===== config.mk =====
export PLATFORM = sky130hd
export DESIGN_NAME = stepper_half_step_command_controller_top_flat
export DESIGN_NICKNAME = d
export VERILOG_FILES = /design/src/design/shsc_pkg.sv /design/src/design/shsc_if.sv /design/src/design/shsc_ctrl.sv /design/src/design/shsc_dp.sv /design/src/design/stepper_half_step_command_controller_top.sv /design/src/flat_wrapper.sv
export SDC_FILE = /design/constraint.sdc
export NUM_CORES = 1
export LEC_CHECK = 0
export CORE_UTILIZATION = 35
export DETAILED_ROUTE_END_ITERATION = 16
export DONT_BUFFER_PORTS = 1
export HOLD_SLACK_MARGIN = 0.03
export PLACE_DENSITY = 0.5
export SYNTH_ARGS = -nofsm -noshare
export SYNTH_HDL_FRONTEND = slang
export SYNTH_HIERARCHICAL = 1
export SYNTH_SLANG_ARGS = --single-unit

===== constraint.sdc =====
create_clock -name clock -period 4.7 [get_ports clock]
set_input_delay 0 -clock clock [delete_from_list [all_inputs] [get_ports clock]]
set_output_delay 0 -clock clock [all_outputs]
set_load 0.05 [all_outputs]

===== src/design/shsc_pkg.sv =====
// Shared types and constants for the stepper half-step command controller.
// Used by the controller, the datapath and the top level.
package shsc_pkg;

   // Item kinds on the request channel
   localparam logic OpByte = 1'b0;
   localparam logic OpTick = 1'b1;

   // Run direction codes carried in packet byte 1
   localparam logic [7:0] DirBack     = 8'd0;
   localparam logic [7:0] DirFwd      = 8'd1;
   localparam logic [7:0] DirOnceBack = 8'd2;
   localparam logic [7:0] DirOnceFwd  = 8'd3;

   // Byte positions within a five-byte packet
   localparam logic [2:0] IdxDir   = 3'd1;
   localparam logic [2:0] IdxHi    = 3'd2;
   localparam logic [2:0] IdxLo    = 3'd3;
   localparam logic [2:0] IdxLast  = 3'd4;

   // Step period limits in ticks, and the minimum running speed
   localparam logic [17:0] PeriodMax    = 18'd200000;
   localparam logic [17:0] PeriodMin    = 18'd20000;
   localparam logic [15:0] RunThreshold = 16'd3277;

   // 200000 / 65535 = 3 + 3395 / 65535
   localparam logic [11:0] FracCoef = 12'd3395;

   // Half-step coil patterns, bit0 = coil A .. bit3 = coil D
   localparam logic [3:0] CoilTable [8] = '{
      4'h1, 4'h3, 4'h2, 4'h6, 4'h4, 4'hC, 4'h8, 4'h9
   };

   // Controller to datapath commands
   typedef struct packed {
      logic capture;   // latch the request beat
      logic exec;      // apply the item and load the response register
      logic mul;       // form the fractional period product
      logic fin;       // finish the period division and store it
   } shsc_cmd_type;

   // Datapath to controller status
   typedef struct packed {
      logic pkt_done;  // the latched item is the last byte of a packet
   } shsc_stat_type;

endpackage


===== src/design/shsc_if.sv =====
// Valid/ready channel interfaces for the request and response sides.
// Depends on nothing beyond plain logic types.
interface shsc_req_if;
   logic       valid;
   logic       ready;
   logic       operation;
   logic [7:0] data_byte;

   modport source (output valid, output operation, output data_byte, input ready);
   modport sink   (input valid, input operation, input data_byte, output ready);
endinterface

interface shsc_rsp_if;
   logic       valid;
   logic       ready;
   logic [3:0] coils;
   logic [2:0] phase_now;
   logic       stepped;

   modport source (output valid, output coils, output phase_now, output stepped, input ready);
   modport sink   (input valid, input coils, input phase_now, input stepped, output ready);
endinterface


===== src/design/shsc_ctrl.sv =====
// Sequencing state machine: accepts one beat at a time, schedules the item update,
// the response register load and the two-step period calculation. Uses shsc_pkg.
module shsc_ctrl (
   input  logic                    clock,
   input  logic                    reset,
   input  logic                    req_valid,
   output logic                    req_ready,
   output logic                    rsp_valid,
   input  logic                    rsp_ready,
   output shsc_pkg::shsc_cmd_type  cmd,
   input  shsc_pkg::shsc_stat_type stat
);
   import shsc_pkg::*;

   typedef enum logic [1:0] {
      ST_IDLE,
      ST_EXEC,
      ST_MUL,
      ST_FIN
   } state_type;

   state_type state_ff, state_in;
   logic      rsp_valid_ff, rsp_valid_in;
   logic      slot_free;

   // Response register can take a beat when empty or being drained
   assign slot_free = !rsp_valid_ff || rsp_ready;
   assign req_ready = (state_ff == ST_IDLE);
   assign rsp_valid = rsp_valid_ff;

   // Decode commands and next state
   always_comb begin
      cmd          = '0;
      state_in     = state_ff;
      rsp_valid_in = rsp_valid_ff && !rsp_ready;
      case (state_ff)
         ST_IDLE: begin
            if (req_valid) begin
               cmd.capture = 1'b1;
               state_in    = ST_EXEC;
            end
         end
         ST_EXEC: begin
            if (slot_free) begin
               cmd.exec     = 1'b1;
               rsp_valid_in = 1'b1;
               state_in     = stat.pkt_done ? ST_MUL : ST_IDLE;
            end
         end
         ST_MUL: begin
            cmd.mul  = 1'b1;
            state_in = ST_FIN;
         end
         ST_FIN: begin
            cmd.fin  = 1'b1;
            state_in = ST_IDLE;
         end
         default: begin
            state_in = ST_IDLE;
         end
      endcase
   end

   // Hold state and the response valid flag
   always_ff @(posedge clock) begin
      if (reset) begin
         state_ff     <= ST_IDLE;
         rsp_valid_ff <= 1'b0;
      end else begin
         state_ff     <= state_in;
         rsp_valid_ff <= rsp_valid_in;
      end
   end

   // Never overwrite a response that is still waiting
   a_exec_slot: assert property (@(posedge clock) disable iff (reset)
      cmd.exec |-> (!rsp_valid_ff || rsp_ready))
      else $error("response register overwritten");

   // Commands are mutually exclusive
   a_cmd_onehot: assert property (@(posedge clock) disable iff (reset)
      $onehot0(cmd))
      else $error("more than one datapath command");

   // Period product is always followed by the division step
   a_mul_fin: assert property (@(posedge clock) disable iff (reset)
      cmd.mul |=> cmd.fin)
      else $error("period calculation broken off");

   // A request beat always leads to a response beat before the next request
   a_capture_exec: assert property (@(posedge clock) disable iff (reset)
      cmd.capture |=> !req_ready)
      else $error("new beat taken before response");

endmodule


===== src/design/shsc_dp.sv =====
// Datapath: item latch, packet assembly, drive state, tick countdown, period
// arithmetic and the response register. Driven by shsc_ctrl commands; uses shsc_pkg.
module shsc_dp (
   input  logic                    clock,
   input  logic                    reset,
   input  logic                    req_operation,
   input  logic [7:0]              req_data_byte,
   output logic [3:0]              rsp_coils,
   output logic [2:0]              rsp_phase_now,
   output logic                    rsp_stepped,
   input  shsc_pkg::shsc_cmd_type  cmd,
   output shsc_pkg::shsc_stat_type stat
);
   import shsc_pkg::*;

   // Latched request beat
   logic        op_ff;
   logic [7:0]  byte_ff;

   // Motor and packet state
   logic [2:0]  phase_ff, phase_in;
   logic        energized_ff, energized_in;
   logic [2:0]  byte_index_ff, byte_index_in;
   logic [7:0]  pend_dir_ff, pend_dir_in;
   logic [7:0]  pend_hi_ff, pend_hi_in;
   logic [7:0]  pend_lo_ff, pend_lo_in;
   logic [7:0]  run_dir_ff, run_dir_in;
   logic        running_ff, running_in;
   logic [17:0] period_ff, period_in;
   logic [17:0] countdown_ff, countdown_in;

   // Period arithmetic
   logic [15:0] speed;
   logic [15:0] diff;
   logic [27:0] prod_ff;
   logic [28:0] quot_sum;
   logic [17:0] period_raw;

   // Response register
   logic [3:0]  coils_ff;
   logic [2:0]  phase_now_ff;
   logic        stepped_ff;
   logic        moved;

   assign stat.pkt_done = (op_ff == OpByte) && (byte_index_ff >= IdxLast);

   assign speed = {pend_hi_ff, pend_lo_ff};
   assign diff  = ~speed;

   // floor(y / 65535) = (y + (y >> 16) + 1) >> 16 for y below 2^32 - 1
   assign quot_sum   = {1'b0, prod_ff} + 29'(prod_ff[27:16]) + 29'd1;
   assign period_raw = 18'(diff) + 18'({diff, 1'b0}) + 18'(quot_sum[28:16]);

   // Apply the latched item to the state
   always_comb begin
      phase_in      = phase_ff;
      energized_in  = energized_ff;
      byte_index_in = byte_index_ff;
      pend_dir_in   = pend_dir_ff;
      pend_hi_in    = pend_hi_ff;
      pend_lo_in    = pend_lo_ff;
      run_dir_in    = run_dir_ff;
      running_in    = running_ff;
      countdown_in  = countdown_ff;
      period_in     = period_ff;
      moved         = 1'b0;
      if (cmd.exec) begin
         if (op_ff == OpByte) begin
            case (byte_index_ff)
               IdxDir:  pend_dir_in = byte_ff;
               IdxHi:   pend_hi_in  = byte_ff;
               IdxLo:   pend_lo_in  = byte_ff;
               default: ;
            endcase
            if (byte_index_ff >= IdxLast) begin
               // Close the packet: take direction, one-shot steps, run flag
               byte_index_in = '0;
               run_dir_in    = pend_dir_ff;
               running_in    = (speed >= RunThreshold);
               if (pend_dir_ff == DirOnceBack) begin
                  phase_in     = phase_ff - 3'd1;
                  energized_in = 1'b1;
                  moved        = 1'b1;
               end else if (pend_dir_ff == DirOnceFwd) begin
                  phase_in     = phase_ff + 3'd1;
                  energized_in = 1'b1;
                  moved        = 1'b1;
               end
            end else begin
               byte_index_in = byte_index_ff + 3'd1;
            end
         end else begin
            if (countdown_ff <= 18'd1) begin
               // Expiry: reload, and step while running forward or back
               countdown_in = period_ff;
               if (running_ff && !(run_dir_ff inside {DirOnceBack, DirOnceFwd})) begin
                  energized_in = 1'b1;
                  if (run_dir_ff == DirFwd) begin
                     phase_in = phase_ff + 3'd1;
                     moved    = 1'b1;
                  end else if (run_dir_ff == DirBack) begin
                     phase_in = phase_ff - 3'd1;
                     moved    = 1'b1;
                  end
               end
            end else begin
               countdown_in = countdown_ff - 18'd1;
            end
         end
      end
      // Store the new period, clamped at the fast end
      if (cmd.fin) begin
         period_in = (period_raw < PeriodMin) ? PeriodMin : period_raw;
      end
   end

   // Hold control state
   always_ff @(posedge clock) begin
      if (reset) begin
         phase_ff      <= '0;
         energized_ff  <= 1'b0;
         byte_index_ff <= '0;
         run_dir_ff    <= DirBack;
         running_ff    <= 1'b0;
         period_ff     <= PeriodMax;
         countdown_ff  <= PeriodMax;
      end else begin
         phase_ff      <= phase_in;
         energized_ff  <= energized_in;
         byte_index_ff <= byte_index_in;
         run_dir_ff    <= run_dir_in;
         running_ff    <= running_in;
         period_ff     <= period_in;
         countdown_ff  <= countdown_in;
      end
   end

   // Payload registers: beat latch, pending bytes, product, response
   always_ff @(posedge clock) begin
      pend_dir_ff <= pend_dir_in;
      pend_hi_ff  <= pend_hi_in;
      pend_lo_ff  <= pend_lo_in;
      if (cmd.capture) begin
         op_ff   <= req_operation;
         byte_ff <= req_data_byte;
      end
      if (cmd.mul) begin
         prod_ff <= 28'(FracCoef) * 28'(diff);
      end
      if (cmd.exec) begin
         coils_ff     <= energized_in ? CoilTable[phase_in] : 4'h0;
         phase_now_ff <= phase_in;
         stepped_ff   <= moved;
      end
   end

   assign rsp_coils     = coils_ff;
   assign rsp_phase_now = phase_now_ff;
   assign rsp_stepped   = stepped_ff;

endmodule


===== src/design/stepper_half_step_command_controller_top.sv =====
// Stepper half-step command controller, top level.
// Depends on shsc_pkg, shsc_if, shsc_ctrl and shsc_dp.
//
// Request channel (req_if): each beat is either a received serial byte
// (operation 0) or one time tick (operation 1). Five bytes form a packet:
// byte 1 is the run direction, bytes 2 and 3 the big-endian speed word.
// Response channel (rsp_if): exactly one beat per request beat, carrying the
// coil pattern, the current half-step phase and whether the item stepped.
//
// Each request beat is latched, then applied as the response register is
// loaded. Items do not overlap: no new beat is taken until the current one
// is done, and the last byte of a packet also runs the period divide by
// 65535 as a multiply then a reciprocal-add step in the datapath.
// Reset (synchronous, active high) stops the motor, de-energizes it, and sets
// phase 0, a 200000-tick period and countdown; response regs are not reset.
// A stalled receiver holds the response register; the block finishes the
// current item only once the register frees up, then takes the next beat.
module stepper_half_step_command_controller_top (
   input logic         clock,
   input logic         reset,
   shsc_req_if.sink    req_if,
   shsc_rsp_if.source  rsp_if
);
   import shsc_pkg::*;

   shsc_cmd_type  cmd;
   shsc_stat_type stat;

   shsc_ctrl u_ctrl (
      .clock     (clock),
      .reset     (reset),
      .req_valid (req_if.valid),
      .req_ready (req_if.ready),
      .rsp_valid (rsp_if.valid),
      .rsp_ready (rsp_if.ready),
      .cmd       (cmd),
      .stat      (stat)
   );

   shsc_dp u_dp (
      .clock         (clock),
      .reset         (reset),
      .req_operation (req_if.operation),
      .req_data_byte (req_if.data_byte),
      .rsp_coils     (rsp_if.coils),
      .rsp_phase_now (rsp_if.phase_now),
      .rsp_stepped   (rsp_if.stepped),
      .cmd           (cmd),
      .stat          (stat)
   );

endmodule

===== src/flat_wrapper.sv =====
// flat-port wrapper written by rule: the top's interface ports become plain ports
module stepper_half_step_command_controller_top_flat import shsc_pkg::*;
  (clock, reset, req_if_valid, req_if_operation, req_if_data_byte, req_if_ready, rsp_if_valid, rsp_if_coils, rsp_if_phase_now, rsp_if_stepped, rsp_if_ready);
  shsc_req_if req_if_i ();
  shsc_rsp_if rsp_if_i ();
  input logic clock;
  input logic reset;
  input wire logic [$bits(req_if_i.valid)-1:0] req_if_valid;
  input wire logic [$bits(req_if_i.operation)-1:0] req_if_operation;
  input wire logic [$bits(req_if_i.data_byte)-1:0] req_if_data_byte;
  output wire logic [$bits(req_if_i.ready)-1:0] req_if_ready;
  output wire logic [$bits(rsp_if_i.valid)-1:0] rsp_if_valid;
  output wire logic [$bits(rsp_if_i.coils)-1:0] rsp_if_coils;
  output wire logic [$bits(rsp_if_i.phase_now)-1:0] rsp_if_phase_now;
  output wire logic [$bits(rsp_if_i.stepped)-1:0] rsp_if_stepped;
  input wire logic [$bits(rsp_if_i.ready)-1:0] rsp_if_ready;
  assign req_if_i.valid = req_if_valid;
  assign req_if_i.operation = req_if_operation;
  assign req_if_i.data_byte = req_if_data_byte;
  assign req_if_ready = req_if_i.ready;
  assign rsp_if_valid = rsp_if_i.valid;
  assign rsp_if_coils = rsp_if_i.coils;
  assign rsp_if_phase_now = rsp_if_i.phase_now;
  assign rsp_if_stepped = rsp_if_i.stepped;
  assign rsp_if_i.ready = rsp_if_ready;
  stepper_half_step_command_controller_top u_core (.clock(clock), .reset(reset), .req_if(req_if_i), .rsp_if(rsp_if_i));
endmodule

==> impl_metrics.json <==
{
  "clkSinkCount": 124,
  "critPathBufInv": 4,
  "tritoncts.num_buffers": 17,
  "synth_area_leader_cell": "sky130_fd_sc_hd__edfxtp_1",
  "grt_antenna_before_repair": 0,
  "cp_data_required_time_ns": 4.85,
  "area_delta_synth_final_pct": 31.4,
  "synthesis.yosys.warnings": 6,
  "clock_tree.root_cell": "sky130_fd_sc_hd__clkbuf_16",
  "die_height_um": 169,
  "failed_checks": "setup timing",
  "flip_flop_and_latch_count_after_synthesis": 124,
  "grt-ovfl-total": 0,
  "grt_first_pass_wirelength_um": 40000,
  "power.switching_uw": 670,
  "dr_total_vias": 7420,
  "die_x_um": 169,
  "detail_route.drc_violations": 0,
  "fin_setup_tns_ns": -0.841,
  "crit_path_max_incr_delay_ns": 0.54,
  "grt_setup_unrepaired": "yes",
  "grt_max_degree": 51,
  "reg2reg_to": "u_core/u_dp/prod_ff[26]",
  "ir_drop_mv": 0.192,
  "timing.final.setup_violations": 10,
  "area_fraction_of_the_dominant_cell_type_after_synthesis_pct": 21.2,
  "ys_async_sr_fraction_pct": 0,
  "dr.first_iter.drc_count": 354,
  "post_drt_wl_per_cell_um": 16.8,
  "grt_pass1_vias": 7362,
  "min_path_type": "in2reg",
  "critPathLaunchType": "register",
  "fin_nets": 1322,
  "std_cell_rows": 60,
  "post-route-min-period_ns": 4.83,
  "worst_slack_ns": -0.125,
  "antenna_cells_inserted": 0,
  "source_to_sink_clock_delay_at_the_later_pin_of_the_worst_skew_pair_ns": 0.42,
  "comb_power_share_pct": 5.5,
  "worst_clock_skew_ns": 0.0149,
  "post_drt_via_cell_ratio": 4.96,
  "cpMaxStageDelayCell": "sky130_fd_sc_hd__fa_1",
  "netSwitchingFraction_pct": 25.6,
  "worst_ep_arrival_time_ns": 4.98,
  "drtAntennaViolNets": 0,
  "drt_pre_antenna_iters": 7,
  "synthesis.instances": 950,
  "post_route_cells_drive_above_1_share_pct": 30.3,
  "port_buffers": 0,
  "endpoint_kind": "register",
  "clkSlewWorstSetupHoldPaths_ns": 0.07,
  "rr_startpoint": "u_core/u_dp/pend_lo_ff[3]",
  "remaining_max_slew_budget_at_the_tightest_pin_pct": 39.2,
  "number_of_synthesized_flops_with_an_enable_pin": 69,
  "run_status": "finished with violations",
  "cts_htree_levels": 4,
  "pin_count": 23,
  "worst-setup-path-type": "reg2reg",
  "synth.distinct_cells": 83,
  "ys_top_cells_by_area": "sky130_fd_sc_hd__edfxtp_1 (21%), sky130_fd_sc_hd__ha_1 (18%), sky130_fd_sc_hd__fa_1 (12%)",
  "p_int_uw": 1950,
  "fin_total_pwr_uw": 2620,
  "power_density_nw_per_um2": 204,
  "hold_path_depth": 1,
  "hold_path_end": "u_core/u_dp/byte_ff[2]",
  "core_area_sq_um": 27200,
  "post-dp-hpwl_um": 19400,
  "grt_use_total_pct": 18.2,
  "postSynthAreaPerCell_sq_um": 10.3,
  "ys_seq_area_share_pct": 32.4,
  "synth_ff_type": "sky130_fd_sc_hd__edfxtp_1",
  "worstPathMaxFanout": 4,
  "gp_weighted_congestion": 0.806,
  "detail_route.wirelength_um": 25100,
  "syn-num-nets": 1162,
  "die_area_sq_um": 28600,
  "power.sequential.fraction_pct": 45.6,
  "maxSlewViolCount": 0,
  "r2r_cells": 18,
  "start_util_pct": 36.0,
  "cts-root-to-sink-buffers": 2,
  "crit_family": "adder cells",
  "timing_hold_violations_final": 0,
  "fmax_mhz": 207,
  "power.static_leakage_uw": 0.00539,
  "power.clock.fraction_pct": 48.9,
  "ff2ff_setup_slack_ns": -0.13,
  "crit_path_cell_trace": "inv_2 > buf_12 > ha_4 > ha_4 > inv_2 > fa_1 > fa_1 > inv_2 > fa_1 > ha_4 > a2111oi_4 > o21ai_2 > a41oi_2 > o211ai_1 > a31oi_2 > o21ai_2 > o41ai_2 > xnor2_2",
  "cap_violations": 0,
  "post_synthesis_instance_area_sq_um": 9780,
  "min_delay_startpoint": "req_if_valid",
  "tritoncts": "done",
  "final_min_period_over_clock_period_pct": 103,
  "worst_pin_slew_ns": 0.909
}
## logic make-up (layout without fill, tap and decap cells)
family / after synthesis / in the layout / synth area share [%]
AOI/OAI and AO/OA: 198 / 198 / 14.0
xor gates and xnor gates: 53 / 53 / 4.94
and+or+nand+nor: 242 / 242 / 13.2
muxes: 5 / 5 / 0.639
buffers and inverters: 129 / 302 / 4.96
adders and majority gates: 199 / 199 / 29.8
DFF: 124 / 124 / 32.4
## per-stage QoR
stage                     hold WS [ns]  util, %  setup slack (ns)  instance area, sq um  instances
after floorplan                 0.0691        -           0.00400                  9860        950
after global placement          0.0761     40.7            -0.482                 11100       1410
after detailed placement        0.0774     40.7            -0.440                 11100       1410
after CTS                       0.0581     45.3            -0.278                 12300       1478
after global routing            0.0665     47.3            -0.321                 12900       1495
final                           0.0860     47.3            -0.125                 12900       1495
## worst register-to-register path: cells and delay by family, from the launching register on
family / cells / cell delay (ns)
AOI/OAI and AO/OA: 7 / 1.44
DFF: 1 / 0.42
xor gates and xnor gates: 1 / 0.14
buffers and inverters: 4 / 0.33
adders and majority gates: 6 / 2.22
## worst max path at each step
stage                               from                      end  slack (ns)  cells after the start
3_3_place_gp   u_core/u_dp/pend_lo_ff[1]  u_core/u_dp/prod_ff[26]       -0.48                     17
3_5_place_dp   u_core/u_dp/pend_lo_ff[2]  u_core/u_dp/prod_ff[25]       -0.44                     16
5_1_grt        u_core/u_dp/pend_lo_ff[3]  u_core/u_dp/prod_ff[25]       -0.32                     18
6_report       u_core/u_dp/pend_lo_ff[3]  u_core/u_dp/prod_ff[26]       -0.13                     18
4_1_cts        u_core/u_dp/pend_lo_ff[5]  u_core/u_dp/prod_ff[26]       -0.28                     16
2_1_floorplan  u_core/u_dp/pend_lo_ff[6]  u_core/u_dp/prod_ff[27]       0.004                     15
## final cells by class
cell class / instances / area [sq um]
Clock buffer: 17 / 425
Clock inverter: 15 / 139
Fill cell: 2620 / 14300
Inverter: 113 / 429
Multi-Input combinational cell: 697 / 6970
Sequential cell: 124 / 3170
Tap cell: 372 / 465
Timing Repair Buffer: 157 / 1250
## power by group through the flow
stage / sequential, uW / combinational, uW / clock, uW
final: 1200 / 145 / 1280
after global routing: 1200 / 160 / 1360
after CTS: 1200 / 140 / 1320
after detailed placement: 1220 / 118 / 0
after global placement: 1220 / 118 / 0
after floorplan: 1210 / 96.7 / 0
## repair_timing
action	4_1_cts	5_1_grt
pin swaps	48	52
endpoints found under the hold margin	64	0
gates resized for setup	66	77
buffers inserted	22	17
hold buffers	14	0
endpoints found under the setup margin	25	30
## routing by layer
layer / track usage, % / vias up / part of all wire [%]
li1: - / 3682 / -
met2: 27.6 / 89 / 45
met3: 3.15 / 13 / 2.5
met5: 0 / - / 0
met1: 26.8 / 3636 / 51
met4: 4.23 / 0 / 0.98
## layout by cell type, fill, tap and decap left out, types with 15 or more instances in the layout
cell type	count
sky130_fd_sc_hd__ha_1	117
sky130_fd_sc_hd__a21oi_1	49
sky130_fd_sc_hd__ha_4	23
sky130_fd_sc_hd__nor2_1	53
sky130_fd_sc_hd__buf_4	137
sky130_fd_sc_hd__dfxtp_1	55
sky130_fd_sc_hd__nand2_1	58
sky130_fd_sc_hd__edfxtp_1	69
sky130_fd_sc_hd__inv_1	93
sky130_fd_sc_hd__nor3_1	15
sky130_fd_sc_hd__inv_2	17
sky130_fd_sc_hd__clkbuf_16	17
sky130_fd_sc_hd__a21o_1	15
sky130_fd_sc_hd__o21ai_0	24
sky130_fd_sc_hd__xnor2_1	20
sky130_fd_sc_hd__nand3_1	19
sky130_fd_sc_hd__fa_1	50
## registers in the layout, summed over array words and instances (netlist names), 3 cells and up, named ones only
| signal | cells |
|---|---|
| u_core/u_dp/period_ff | 18 |
| u_core/u_dp/byte_ff | 8 |
| u_core/u_dp/pend_lo_ff | 8 |
| u_core/u_dp/byte_index_ff | 3 |
| u_core/u_dp/run_dir_ff | 8 |
| u_core/u_dp/rsp_coils | 4 |
| u_core/u_dp/pend_dir_ff | 8 |
| u_core/u_dp/prod_ff | 28 |
| u_core/u_dp/rsp_phase_now | 3 |
| u_core/u_dp/countdown_ff | 18 |
| u_core/u_dp/pend_hi_ff | 8 |
| u_core/u_dp/phase_ff | 3 |
## synthesized netlist by cell type (5+ instances only)
cell and number:
sky130_fd_sc_hd__clkbuf_1 14, sky130_fd_sc_hd__fa_1 57, sky130_fd_sc_hd__and3_1 6, sky130_fd_sc_hd__xnor2_1 32, sky130_fd_sc_hd__a32o_1 7, sky130_fd_sc_hd__inv_1 112
sky130_fd_sc_hd__nor3_1 15, sky130_fd_sc_hd__edfxtp_1 69, sky130_fd_sc_hd__o21ai_1 7, sky130_fd_sc_hd__nand2b_1 10, sky130_fd_sc_hd__nor2_1 58, sky130_fd_sc_hd__a31oi_1 6
sky130_fd_sc_hd__o21a_1 5, sky130_fd_sc_hd__nand2_1 62, sky130_fd_sc_hd__o211ai_1 7, sky130_fd_sc_hd__xor2_1 20, sky130_fd_sc_hd__nand4_1 7, sky130_fd_sc_hd__o21ai_0 29
sky130_fd_sc_hd__a21o_1 15, sky130_fd_sc_hd__and2_1 6, sky130_fd_sc_hd__a21oi_1 60, sky130_fd_sc_hd__dfxtp_1 55, sky130_fd_sc_hd__o22ai_1 9, sky130_fd_sc_hd__nor2b_1 10
sky130_fd_sc_hd__nand3_1 22, sky130_fd_sc_hd__or2_2 6, sky130_fd_sc_hd__a211oi_1 9, sky130_fd_sc_hd__ha_1 142
No activity file was read; power rests on OpenSTA's default activity.
